`src/sorted_interval_coalescer_macros.svh`:
```
// ----------------------------------------------------------------------------
// sorted interval coalescer assertion macros
// shared clocked assertion forms with reset masking
// ----------------------------------------------------------------------------
`ifndef SORTED_INTERVAL_COALESCER_MACROS_SVH
`define SORTED_INTERVAL_COALESCER_MACROS_SVH

// same-cycle implication
`define SIC_ASSERT_SAME(label, clk, rst_n, ante, cons, msg) \
    label: assert property (@(posedge clk) disable iff (!rst_n) (ante) |-> (cons)) \
        else $error(msg);

// next-cycle implication
`define SIC_ASSERT_NEXT(label, clk, rst_n, ante, cons, msg) \
    label: assert property (@(posedge clk) disable iff (!rst_n) (ante) |=> (cons)) \
        else $error(msg);

`endif

```
`src/sic_pkg.sv`:
```
`timescale 1ns / 1ps
// ----------------------------------------------------------------------------
// sic_pkg
// shared constants for the sorted interval coalescer
// ----------------------------------------------------------------------------
package sic_pkg;

    // default field widths
    localparam int COORD_BITS_DEF = 32;
    localparam int CHROM_BITS_DEF = 10;

    // result queue depth, power of two, at least two results per request
    localparam int OUT_DEPTH = 4;

endpackage

```
`src/sic_region_if.sv`:
```
`timescale 1ns / 1ps
// ----------------------------------------------------------------------------
// sic_region_if
// input interval channel with valid/ready handshake
// ----------------------------------------------------------------------------
interface sic_region_if #(
    parameter int COORD_BITS = sic_pkg::COORD_BITS_DEF,
    parameter int CHROM_BITS = sic_pkg::CHROM_BITS_DEF
);
    logic                  valid;
    logic                  ready;
    logic [CHROM_BITS-1:0] region_chrom;
    logic [COORD_BITS-1:0] region_start;
    logic [COORD_BITS-1:0] region_end;
    logic                  stream_last;

    modport source (
        output valid, region_chrom, region_start, region_end, stream_last,
        input  ready
    );

    modport sink (
        input  valid, region_chrom, region_start, region_end, stream_last,
        output ready
    );
endinterface

```
`src/sic_contig_if.sv`:
```
`timescale 1ns / 1ps
// ----------------------------------------------------------------------------
// sic_contig_if
// merged contig result channel with valid/ready handshake
// ----------------------------------------------------------------------------
interface sic_contig_if #(
    parameter int COORD_BITS = sic_pkg::COORD_BITS_DEF,
    parameter int CHROM_BITS = sic_pkg::CHROM_BITS_DEF
);
    logic                  valid;
    logic                  ready;
    logic [CHROM_BITS-1:0] contig_chrom;
    logic [COORD_BITS-1:0] contig_start;
    logic [COORD_BITS-1:0] contig_end;
    logic                  run_last;

    modport source (
        output valid, contig_chrom, contig_start, contig_end, run_last,
        input  ready
    );

    modport sink (
        input  valid, contig_chrom, contig_start, contig_end, run_last,
        output ready
    );
endinterface

```
`src/sorted_interval_coalescer.sv`:
```
`timescale 1ns / 1ps
// path: an accepted request is held in the input register, and any contig it closes or flushes is
//   written to the result queue and offered from there; a flushed contig queues behind a closed one
// throughput: one request per cycle while the output drains and two queue slots are free, bounded by the output
//   port's one contig per cycle and the four-entry result queue
// reset: asynchronous active low, no open contig, result queue empty, nothing held
// ----------------------------------------------------------------------------
// sorted_interval_coalescer
// merges sorted overlapping or touching intervals into contigs, one open contig
// ----------------------------------------------------------------------------
module sorted_interval_coalescer #(
    parameter int COORD_BITS = sic_pkg::COORD_BITS_DEF,
    parameter int CHROM_BITS = sic_pkg::CHROM_BITS_DEF
) (
    input  logic         clk,
    input  logic         rst_n,
    sic_region_if.sink   region,
    sic_contig_if.source contig
);

    localparam int DEPTH = sic_pkg::OUT_DEPTH;
    localparam int PTR_W = $clog2(DEPTH);
    localparam int CNT_W = $clog2(DEPTH + 1);

    // ------------------------------------------------------------------
    // input register: one request held for the merge logic
    // ------------------------------------------------------------------
    logic                  in_valid_reg;
    logic [CHROM_BITS-1:0] in_chrom_reg;
    logic [COORD_BITS-1:0] in_start_reg;
    logic [COORD_BITS-1:0] in_end_reg;
    logic                  in_last_reg;

    // open contig state
    logic                  open_valid_reg, open_valid_next;
    logic [CHROM_BITS-1:0] open_chrom_reg, open_chrom_next;
    logic [COORD_BITS-1:0] open_start_reg, open_start_next;
    logic [COORD_BITS-1:0] open_end_reg,   open_end_next;

    // result queue
    logic [CHROM_BITS-1:0] q_chrom_reg [DEPTH];
    logic [COORD_BITS-1:0] q_start_reg [DEPTH];
    logic [COORD_BITS-1:0] q_end_reg   [DEPTH];
    logic                  q_last_reg  [DEPTH];
    logic [PTR_W-1:0]      wr_ptr_reg, wr_ptr_next;
    logic [PTR_W-1:0]      rd_ptr_reg, rd_ptr_next;
    logic [CNT_W-1:0]      count_reg,  count_next;

    logic                  room;
    logic                  proc;
    logic                  in_fire;
    logic                  out_fire;
    logic                  nonempty;
    logic                  merge;
    logic                  emit_old;
    logic                  flush;
    logic                  post_valid;
    logic [CHROM_BITS-1:0] post_chrom;
    logic [COORD_BITS-1:0] post_start;
    logic [COORD_BITS-1:0] post_end;
    logic [PTR_W-1:0]      wr_idx_flush;
    logic [CNT_W-1:0]      n_wr;

    // two free slots guarantee the worst case of two contigs per request
    assign room     = count_reg <= CNT_W'(DEPTH - 2);
    assign proc     = in_valid_reg && room;
    assign region.ready = !in_valid_reg || proc;
    assign in_fire  = region.valid && region.ready;

    assign contig.valid        = count_reg != '0;
    assign contig.contig_chrom = q_chrom_reg[rd_ptr_reg];
    assign contig.contig_start = q_start_reg[rd_ptr_reg];
    assign contig.contig_end   = q_end_reg[rd_ptr_reg];
    assign contig.run_last     = q_last_reg[rd_ptr_reg];
    assign out_fire = contig.valid && contig.ready;

    // ------------------------------------------------------------------
    // merge decision: one compare set and a min/max against the open contig
    // ------------------------------------------------------------------
    always_comb
    begin
        // empty intervals are dropped but may still flush
        nonempty = in_end_reg > in_start_reg;
        // overlapping or touching on either side merges
        merge    = open_valid_reg && (in_chrom_reg == open_chrom_reg)
                   && (in_start_reg <= open_end_reg) && (in_end_reg >= open_start_reg);
        emit_old = nonempty && !merge && open_valid_reg;

        post_valid = open_valid_reg;
        post_chrom = open_chrom_reg;
        post_start = open_start_reg;
        post_end   = open_end_reg;
        if (nonempty)
        begin
            if (merge)
            begin
                if (in_start_reg < open_start_reg)
                begin
                    post_start = in_start_reg;
                end
                if (in_end_reg > open_end_reg)
                begin
                    post_end = in_end_reg;
                end
            end
            else
            begin
                post_valid = 1'b1;
                post_chrom = in_chrom_reg;
                post_start = in_start_reg;
                post_end   = in_end_reg;
            end
        end
        flush = in_last_reg && post_valid;

        open_valid_next = open_valid_reg;
        open_chrom_next = open_chrom_reg;
        open_start_next = open_start_reg;
        open_end_next   = open_end_reg;
        if (proc)
        begin
            if (flush)
            begin
                // back to the reset state for a fresh stream
                open_valid_next = 1'b0;
                open_chrom_next = '0;
                open_start_next = '0;
                open_end_next   = '0;
            end
            else
            begin
                open_valid_next = post_valid;
                open_chrom_next = post_chrom;
                open_start_next = post_start;
                open_end_next   = post_end;
            end
        end
    end

    // ------------------------------------------------------------------
    // queue bookkeeping
    // ------------------------------------------------------------------
    always_comb
    begin
        wr_idx_flush = wr_ptr_reg + PTR_W'(emit_old);
        n_wr         = proc ? (CNT_W'(emit_old) + CNT_W'(flush)) : '0;
        wr_ptr_next  = wr_ptr_reg + n_wr[PTR_W-1:0];
        rd_ptr_next  = rd_ptr_reg + PTR_W'(out_fire);
        count_next   = count_reg + n_wr - CNT_W'(out_fire);
    end

    always_ff @(posedge clk or negedge rst_n)
    begin
        if (!rst_n)
        begin
            in_valid_reg   <= 1'b0;
            open_valid_reg <= 1'b0;
            open_chrom_reg <= '0;
            open_start_reg <= '0;
            open_end_reg   <= '0;
            wr_ptr_reg     <= '0;
            rd_ptr_reg     <= '0;
            count_reg      <= '0;
        end
        else
        begin
            if (in_fire)
            begin
                in_valid_reg <= 1'b1;
            end
            else if (proc)
            begin
                in_valid_reg <= 1'b0;
            end
            open_valid_reg <= open_valid_next;
            open_chrom_reg <= open_chrom_next;
            open_start_reg <= open_start_next;
            open_end_reg   <= open_end_next;
            wr_ptr_reg     <= wr_ptr_next;
            rd_ptr_reg     <= rd_ptr_next;
            count_reg      <= count_next;
        end
    end

    // payload registers, no reset
    always_ff @(posedge clk)
    begin
        if (in_fire)
        begin
            in_chrom_reg <= region.region_chrom;
            in_start_reg <= region.region_start;
            in_end_reg   <= region.region_end;
            in_last_reg  <= region.stream_last;
        end
        if (proc && emit_old)
        begin
            // closed contig goes first, last only when nothing is flushed after it
            q_chrom_reg[wr_ptr_reg] <= open_chrom_reg;
            q_start_reg[wr_ptr_reg] <= open_start_reg;
            q_end_reg[wr_ptr_reg]   <= open_end_reg;
            q_last_reg[wr_ptr_reg]  <= !flush;
        end
        if (proc && flush)
        begin
            q_chrom_reg[wr_idx_flush] <= post_chrom;
            q_start_reg[wr_idx_flush] <= post_start;
            q_end_reg[wr_idx_flush]   <= post_end;
            q_last_reg[wr_idx_flush]  <= 1'b1;
        end
    end

    // ------------------------------------------------------------------
    // assertions
    // ------------------------------------------------------------------
`include "sorted_interval_coalescer_macros.svh"

    `SIC_ASSERT_SAME(a_count_bound, clk, rst_n, 1'b1, count_reg <= CNT_W'(DEPTH), "queue overfilled")
    `SIC_ASSERT_SAME(a_proc_room, clk, rst_n, proc, count_reg <= CNT_W'(DEPTH - 2), "no room for two contigs")
    `SIC_ASSERT_NEXT(a_flush_clears, clk, rst_n, proc && in_last_reg, !open_valid_reg, "open contig survived flush")
    `SIC_ASSERT_NEXT(a_emit_shows, clk, rst_n, proc && (emit_old || flush), contig.valid, "emitted contig not offered")

endmodule
```
`src/flat_wrapper.sv`:
```
// flat-port wrapper written by rule: the top's interface ports become plain ports
module sorted_interval_coalescer_flat 
#(
    parameter int COORD_BITS = sic_pkg::COORD_BITS_DEF,
    parameter int CHROM_BITS = sic_pkg::CHROM_BITS_DEF
)
  (clk, rst_n, region_valid, region_region_chrom, region_region_start, region_region_end, region_stream_last, region_ready, contig_valid, contig_contig_chrom, contig_contig_start, contig_contig_end, contig_run_last, contig_ready);
  sic_region_if #(.COORD_BITS(COORD_BITS), .CHROM_BITS(CHROM_BITS)) region_i ();
  sic_contig_if #(.COORD_BITS(COORD_BITS), .CHROM_BITS(CHROM_BITS)) contig_i ();
  input  logic clk;
  input  logic rst_n;
  input wire logic [$bits(region_i.valid)-1:0] region_valid;
  input wire logic [$bits(region_i.region_chrom)-1:0] region_region_chrom;
  input wire logic [$bits(region_i.region_start)-1:0] region_region_start;
  input wire logic [$bits(region_i.region_end)-1:0] region_region_end;
  input wire logic [$bits(region_i.stream_last)-1:0] region_stream_last;
  output wire logic [$bits(region_i.ready)-1:0] region_ready;
  output wire logic [$bits(contig_i.valid)-1:0] contig_valid;
  output wire logic [$bits(contig_i.contig_chrom)-1:0] contig_contig_chrom;
  output wire logic [$bits(contig_i.contig_start)-1:0] contig_contig_start;
  output wire logic [$bits(contig_i.contig_end)-1:0] contig_contig_end;
  output wire logic [$bits(contig_i.run_last)-1:0] contig_run_last;
  input wire logic [$bits(contig_i.ready)-1:0] contig_ready;
  assign region_i.valid = region_valid;
  assign region_i.region_chrom = region_region_chrom;
  assign region_i.region_start = region_region_start;
  assign region_i.region_end = region_region_end;
  assign region_i.stream_last = region_stream_last;
  assign region_ready = region_i.ready;
  assign contig_valid = contig_i.valid;
  assign contig_contig_chrom = contig_i.contig_chrom;
  assign contig_contig_start = contig_i.contig_start;
  assign contig_contig_end = contig_i.contig_end;
  assign contig_run_last = contig_i.run_last;
  assign contig_i.ready = contig_ready;
  sorted_interval_coalescer #(.COORD_BITS(COORD_BITS), .CHROM_BITS(CHROM_BITS)) u_core (.clk(clk), .rst_n(rst_n), .region(region_i), .contig(contig_i));
endmodule
```
`config.mk`:
```
export PLATFORM = sky130hd
export DESIGN_NAME = sorted_interval_coalescer_flat
export DESIGN_NICKNAME = d
export VERILOG_FILES = /design/src/sic_pkg.sv /design/src/sic_region_if.sv /design/src/sic_contig_if.sv /design/src/sorted_interval_coalescer.sv /design/src/flat_wrapper.sv
export VERILOG_INCLUDE_DIRS = /design/src /design/src/src
export SDC_FILE = /design/constraint.sdc
export NUM_CORES = 1
export LEC_CHECK = 0
export ABC_AREA = 0
export BUFFER_PORTS_ARGS = -buffer_cell sky130_fd_sc_hd__buf_2
export CORE_UTILIZATION = 50
export CTS_BUF_LIST = sky130_fd_sc_hd__clkbuf_16
export DETAILED_ROUTE_END_ITERATION = 8
export GPL_ROUTABILITY_DRIVEN = 0
export PLACE_DENSITY = 0.72
export RECOVER_POWER = 25
export SLEW_MARGIN = 10
export SYNTH_ARGS = -nofsm -noshare
export SYNTH_HDL_FRONTEND = slang
export SYNTH_SLANG_ARGS = --single-unit
```
`constraint.sdc`:
```
create_clock -name clk -period 6.8 [get_ports clk]
set_clock_uncertainty 0.05 [all_clocks]
set_input_delay 1.36 -clock clk [delete_from_list [all_inputs] [get_ports clk]]
set_output_delay 1.36 -clock clk [all_outputs]
set_load 0.05 [all_outputs]
```
# Word level (Yosys, flattened, before mapping)
# Memories as Yosys holds them, arrays and structs flattened.
# Cells that the tools add are included.
# W data, S select, Z words.
[totals]
mem_count = 4
ramBits = 300
out_inout_bits = 77
regBits = 158
elab_cells = 67
input_bits = 79
[classes]
reduce_logical = 17
n_eq_ne = 1
mux = 21
n_addsub = 6
order_cmp = 6
[mem_list]
columns = ["name", "words", "word_bits", "read_ports", "rd_clocked_by_memory_dff", "wr", "line", "source"]
rows = [
  ["u_core.q_end_reg", 4, 32, 1, 0, 2, "sorted_interval_coalescer.sv:43", "logic [COORD_BITS-1:0] q_end_reg [DEPTH];"],
  ["u_core.q_start_reg", 4, 32, 1, 0, 2, "sorted_interval_coalescer.sv:42", "logic [COORD_BITS-1:0] q_start_reg [DEPTH];"],
  ["u_core.q_chrom_reg", 4, 10, 1, 0, 2, "sorted_interval_coalescer.sv:41", "logic [CHROM_BITS-1:0] q_chrom_reg [DEPTH];"],
  ["u_core.q_last_reg", 4, 1, 1, 0, 2, "sorted_interval_coalescer.sv:44", "logic q_last_reg [DEPTH];"],
]
[op_table]
columns = ["cell", "count"]
rows = [
  ["$mux W32", 8],
  ["$gt A32 B32 Y1", 2],
  ["$ge A32 B32 Y1", 1],
  ["$le A32 B32 Y1", 1],
  ["$lt A32 B32 Y1", 1],
  ["$mux W10", 3],
  ["$logic_and A1 B1 Y1", 11],
  ["$eq A10 B10 Y1", 1],
  ["$mux W1", 9],
  ["$add A2 B1 Y2", 2],
  ["$add A3 B3 Y3", 1],
  ["$le A3 B2 Y1 const B", 1],
  ["$logic_not A1 Y1", 3],
  ["$mux W3", 1],
  ["$reduce_bool A3 Y1", 1],
  ["$sub A3 B1 Y3", 1],
  ["$add A1 B1 Y2", 1],
  ["$add A2 B2 Y2", 1],
  ["$reduce_bool A2 Y1", 1],
  ["$logic_or A1 B1 Y1", 1],
]

# Logic depth before layout (Yosys ltp)
[depth]
ltp_word = 11
ltp_mapped = 16
ltp_nobuf = 16

# Worst setup path after synthesis
# OpenSTA, ideal clock, no wires.
[synth_timing]
path_kind = "reg-to-reg"
startpoint = "register u_core.open_end_reg[7]"
endpoint = "memory u_core.q_chrom_reg[0][0] (netlist name) (enable)"
arrival_ns = 4.370
path_slack_ns = 1.946
synth_period_minus_slack_ns = 4.854
n_path_buf = 0
setup_time_ns = 0.434
required_ns = 6.316
path_stages_with_launch = 15
cell_sequence = "dfrtp_1 > inv_1 > ha_1 > a21oi_2 > o21a_1 > o221ai_1 > a2111o_1 > a221oi_2 > nand2_1 > and4_1 > ha_1 > xor2_1 > nor2_1 > nand2_1 > nand2_1"
[synth_lines]
columns = ["item", "line", "source"]
rows = [
  ["start: declaration", "sorted_interval_coalescer.sv:38", "logic [COORD_BITS-1:0] open_end_reg, open_end_next;"],
  ["start signal: assignment", "sorted_interval_coalescer.sv:178", "open_end_reg <= open_end_next;"],
  ["end: declaration", "sorted_interval_coalescer.sv:41", ""],
]

# Final worst setup path
[layout_timing]
startpoint = "input region_valid"
endpoint = "register u_core.in_start_reg[14] (enable)"
[layout_between]
elab_chain_cells = 1
[layout_lines]
columns = ["item", "line", "source"]
rows = [
  ["start: declaration", "flat_wrapper.sv:12", "input wire logic [$bits(region_i.valid)-1:0] region_valid;"],
  ["$logic_and A1 B1 Y1", "sorted_interval_coalescer.sv:68", "assign in_fire = region.valid && region.ready;"],
  ["named net u_core.in_fire", "sorted_interval_coalescer.sv:51", "logic in_fire;"],
  ["end signal: assignment", "sorted_interval_coalescer.sv:191", "in_start_reg <= region.region_start;"],
  ["end: declaration", "sorted_interval_coalescer.sv:30", "logic [COORD_BITS-1:0] in_start_reg;"],
]
# The timed path passes the listed nets, and every way through them passes these cells.
# A chain may end at the register's enable or synchronous reset.

==> summary.txt <==
R2r endpoint: u_core.in_start_reg[14]
Crit path arrival time: 5.65 ns
Fillcell total: 3770
Initial Util: 51.0%
CORE AREA: 46900 um2
F_max: 179 MHz
Hold Fails Final Rpt: 0
Met2 wire len: 28500 um
Area of the die: 48600 um2
Primary FF master, synth: edfxtp_1
R2R setup slack: 1.30 ns
Critical R2R Launch: u_core.count_reg[1]
Critical Path End Type: flop
Post-Syn Area: 23900 um2
RSZ-0062 raised after global routing: no
Setup crit start: region_valid
Routed Antenna Nets: 0
Outcome: finished, violations left
Commonest non-fill, non-tap cell in the layout: edfxtp_1
Initial antenna violation count: 2
Routed len/inst: 25.4 um
Synth top area share: 46.6%
H-tree depth: 2
Asr flop ratio synth: 18.1%
Clock latency on the worst-skew pair: 0.60 ns
HPWL after DPL: 40000 um
CTS tree: done
Tot Pwr: 12.3 mW
Total track usage: 25.2%
# diodes: 0
Port-buffer cells: 155
Detailed Route Iter0 Violations: 1227
Post-Route M1 WL: 26500 um
Layout Utilization: 56.8%
Drc violations: 8
Setup TNS: 0 ns
Final nets: 1985
MaxCap Viol Count: 3
Failing checks: DRC, capacitance limit, slew limit
Kind of critical path: in2reg
Die X: 221 um
Post-CTS setup repair buffer count: 0
Final clock period utilization by the worst path: 82.2%
Cell count after synthesis: 1569
Total gr overflow: 0
First-pass GRT wire length: 90900 um
Final WL: 60500 um
Worst-margin pin slew: 3.02 ns
Vias in the first global route: 14999
WL met3: 4010 um
Largest cells by area after synthesis: edfxtp_1 (47%), dfrtp_1 (8.7%), ha_1 (8.7%)
Area Overhead vs Synth: 11.4%
Number of synthesis warnings: 0
Vias/cell: 6.16
Yosys top cell by area: edfxtp_1
Largest net degree at the start of global routing: 49
Cts bufs inserted: 49
DR pass1 iterations: 7
Worst endpoint required time: 6.87 ns
HP Class: reg2reg
Syn_area_per_cell: 15.2 um2
Peak supply drop: 0.000291 V
Die Height: 221 um
Reg2reg path depth: 4
HP Start: u_core.count_reg[2]
Yosys cell types: 65
Worst Setup Start Kind: primary input
Layout cells sized above 1: 28.0%
Max Root-Sink Buffers: 3
Via count: 14687
Max Slew Vio Count: 115
Area of the multi-input gates: 9750 um2
Clk sinks: 458
Syn Nets: 1815
Min cycle time layout: 5.59 ns
Final setup viols: 0
Static Leak: 11.2 nW
Root Buffer: clkbuf_16
Post-synth EDFFs: 371
CP Max Fanout: 41
Post-CTS resize count: 0
Row cnt: 79
Most frequent cells in the layout: edfxtp_1 (371), ha_1 (166), mux2_2 (163), inv_1 (130), buf_2 (127)
#FFs+latches synth: 458
Clock-pin slew on the worst setup and hold paths: 0.06 ns
CTS Hold Bufs: 0
Top sig layer: met5
Power Density: 462 nW/um2
Rel. slew slack: -101%
Worst setup path end: u_core.in_start_reg[14]
Ports: 156
Sequential-to-total area share from yosys stat: 55.7%
FF+latch area: 13300 um2
-- how the worst min path moves through the flow --
stage | end | slack (ns) | cells after the start
finish | u_core.count_reg[2] | 0.45 | 1
global route | u_core.open_start_reg[16] | 0.46 | 1
CTS | u_core.open_start_reg[4] | 0.45 | 1
detailed placement | u_core.open_start_reg[30] | 0.43 | 1
global placement | u_core.q_last_reg[3] | 0.43 | 2
floorplan | u_core.count_reg[2] | 0.41 | 1
-- final cells by class --
type | count | share of cell area (%)
inverters | 107 | 1.51
flip-flops and latches | 458 | 50.0
repair buffers | 176 | 3.49
clock buffers | 49 | 4.61
multi-input cells | 947 | 36.6
clock inverters | 42 | 0.880
well taps | 607 | 2.86
-- Yosys cell counts, drive strengths merged (32+ instances only) --
master / n
nand2: 54
a22o: 74
buf: 51
mux2: 172
mux4: 75
dfrtp: 83
edfxtp: 371
inv: 107
a21oi: 59
mux2i: 124
nand4: 32
ha: 166
-- worst max-delay path, stage by stage --
cell	delay, ns
buf_2	0.08
and2_0	1.93
clkbuf_1	2.25
-- stage by stage --
stage               setup slack, ns  hold WS [ns]  cell area [um2]  instances
floorplan                      1.95         0.410            23900       1569
global placement               1.62         0.433            25200       2295
detailed placement             1.50         0.434            25200       2295
CTS                            1.47         0.453            26600       2386
global route                  0.905         0.462            26600       2386
finish                         1.21         0.449            26600       2386
-- kinds of logic after synthesis --
logic type / share of synthesized area (%)
XOR/XNOR: 0.623
buffers and inverters: 3.65
multiplexers: 20.4
AND/OR/NAND/NOR: 3.86
adder cells (fa/ha/maj): 8.78
flip-flops: 55.7
AO/OA/AOI/OAI: 7.04
-- report_power, final --
part           internal, mW  leakage [nW]  total [mW]  switching [mW]
logic                  2.01          5.86        5.27            3.26
clock network          1.38         0.806        2.47            1.10
registers              3.91          4.57        4.55           0.644
-- per-layer routing --
layer / vias to the layer above / track usage [%]
li1: 6559 / -
met1: 7494 / 35.9
met2: 539 / 39.9
met3: 93 / 4.21
met4: 2 / 7.51
met5: - / 0
No activity file was read; power rests on OpenSTA's default activity.
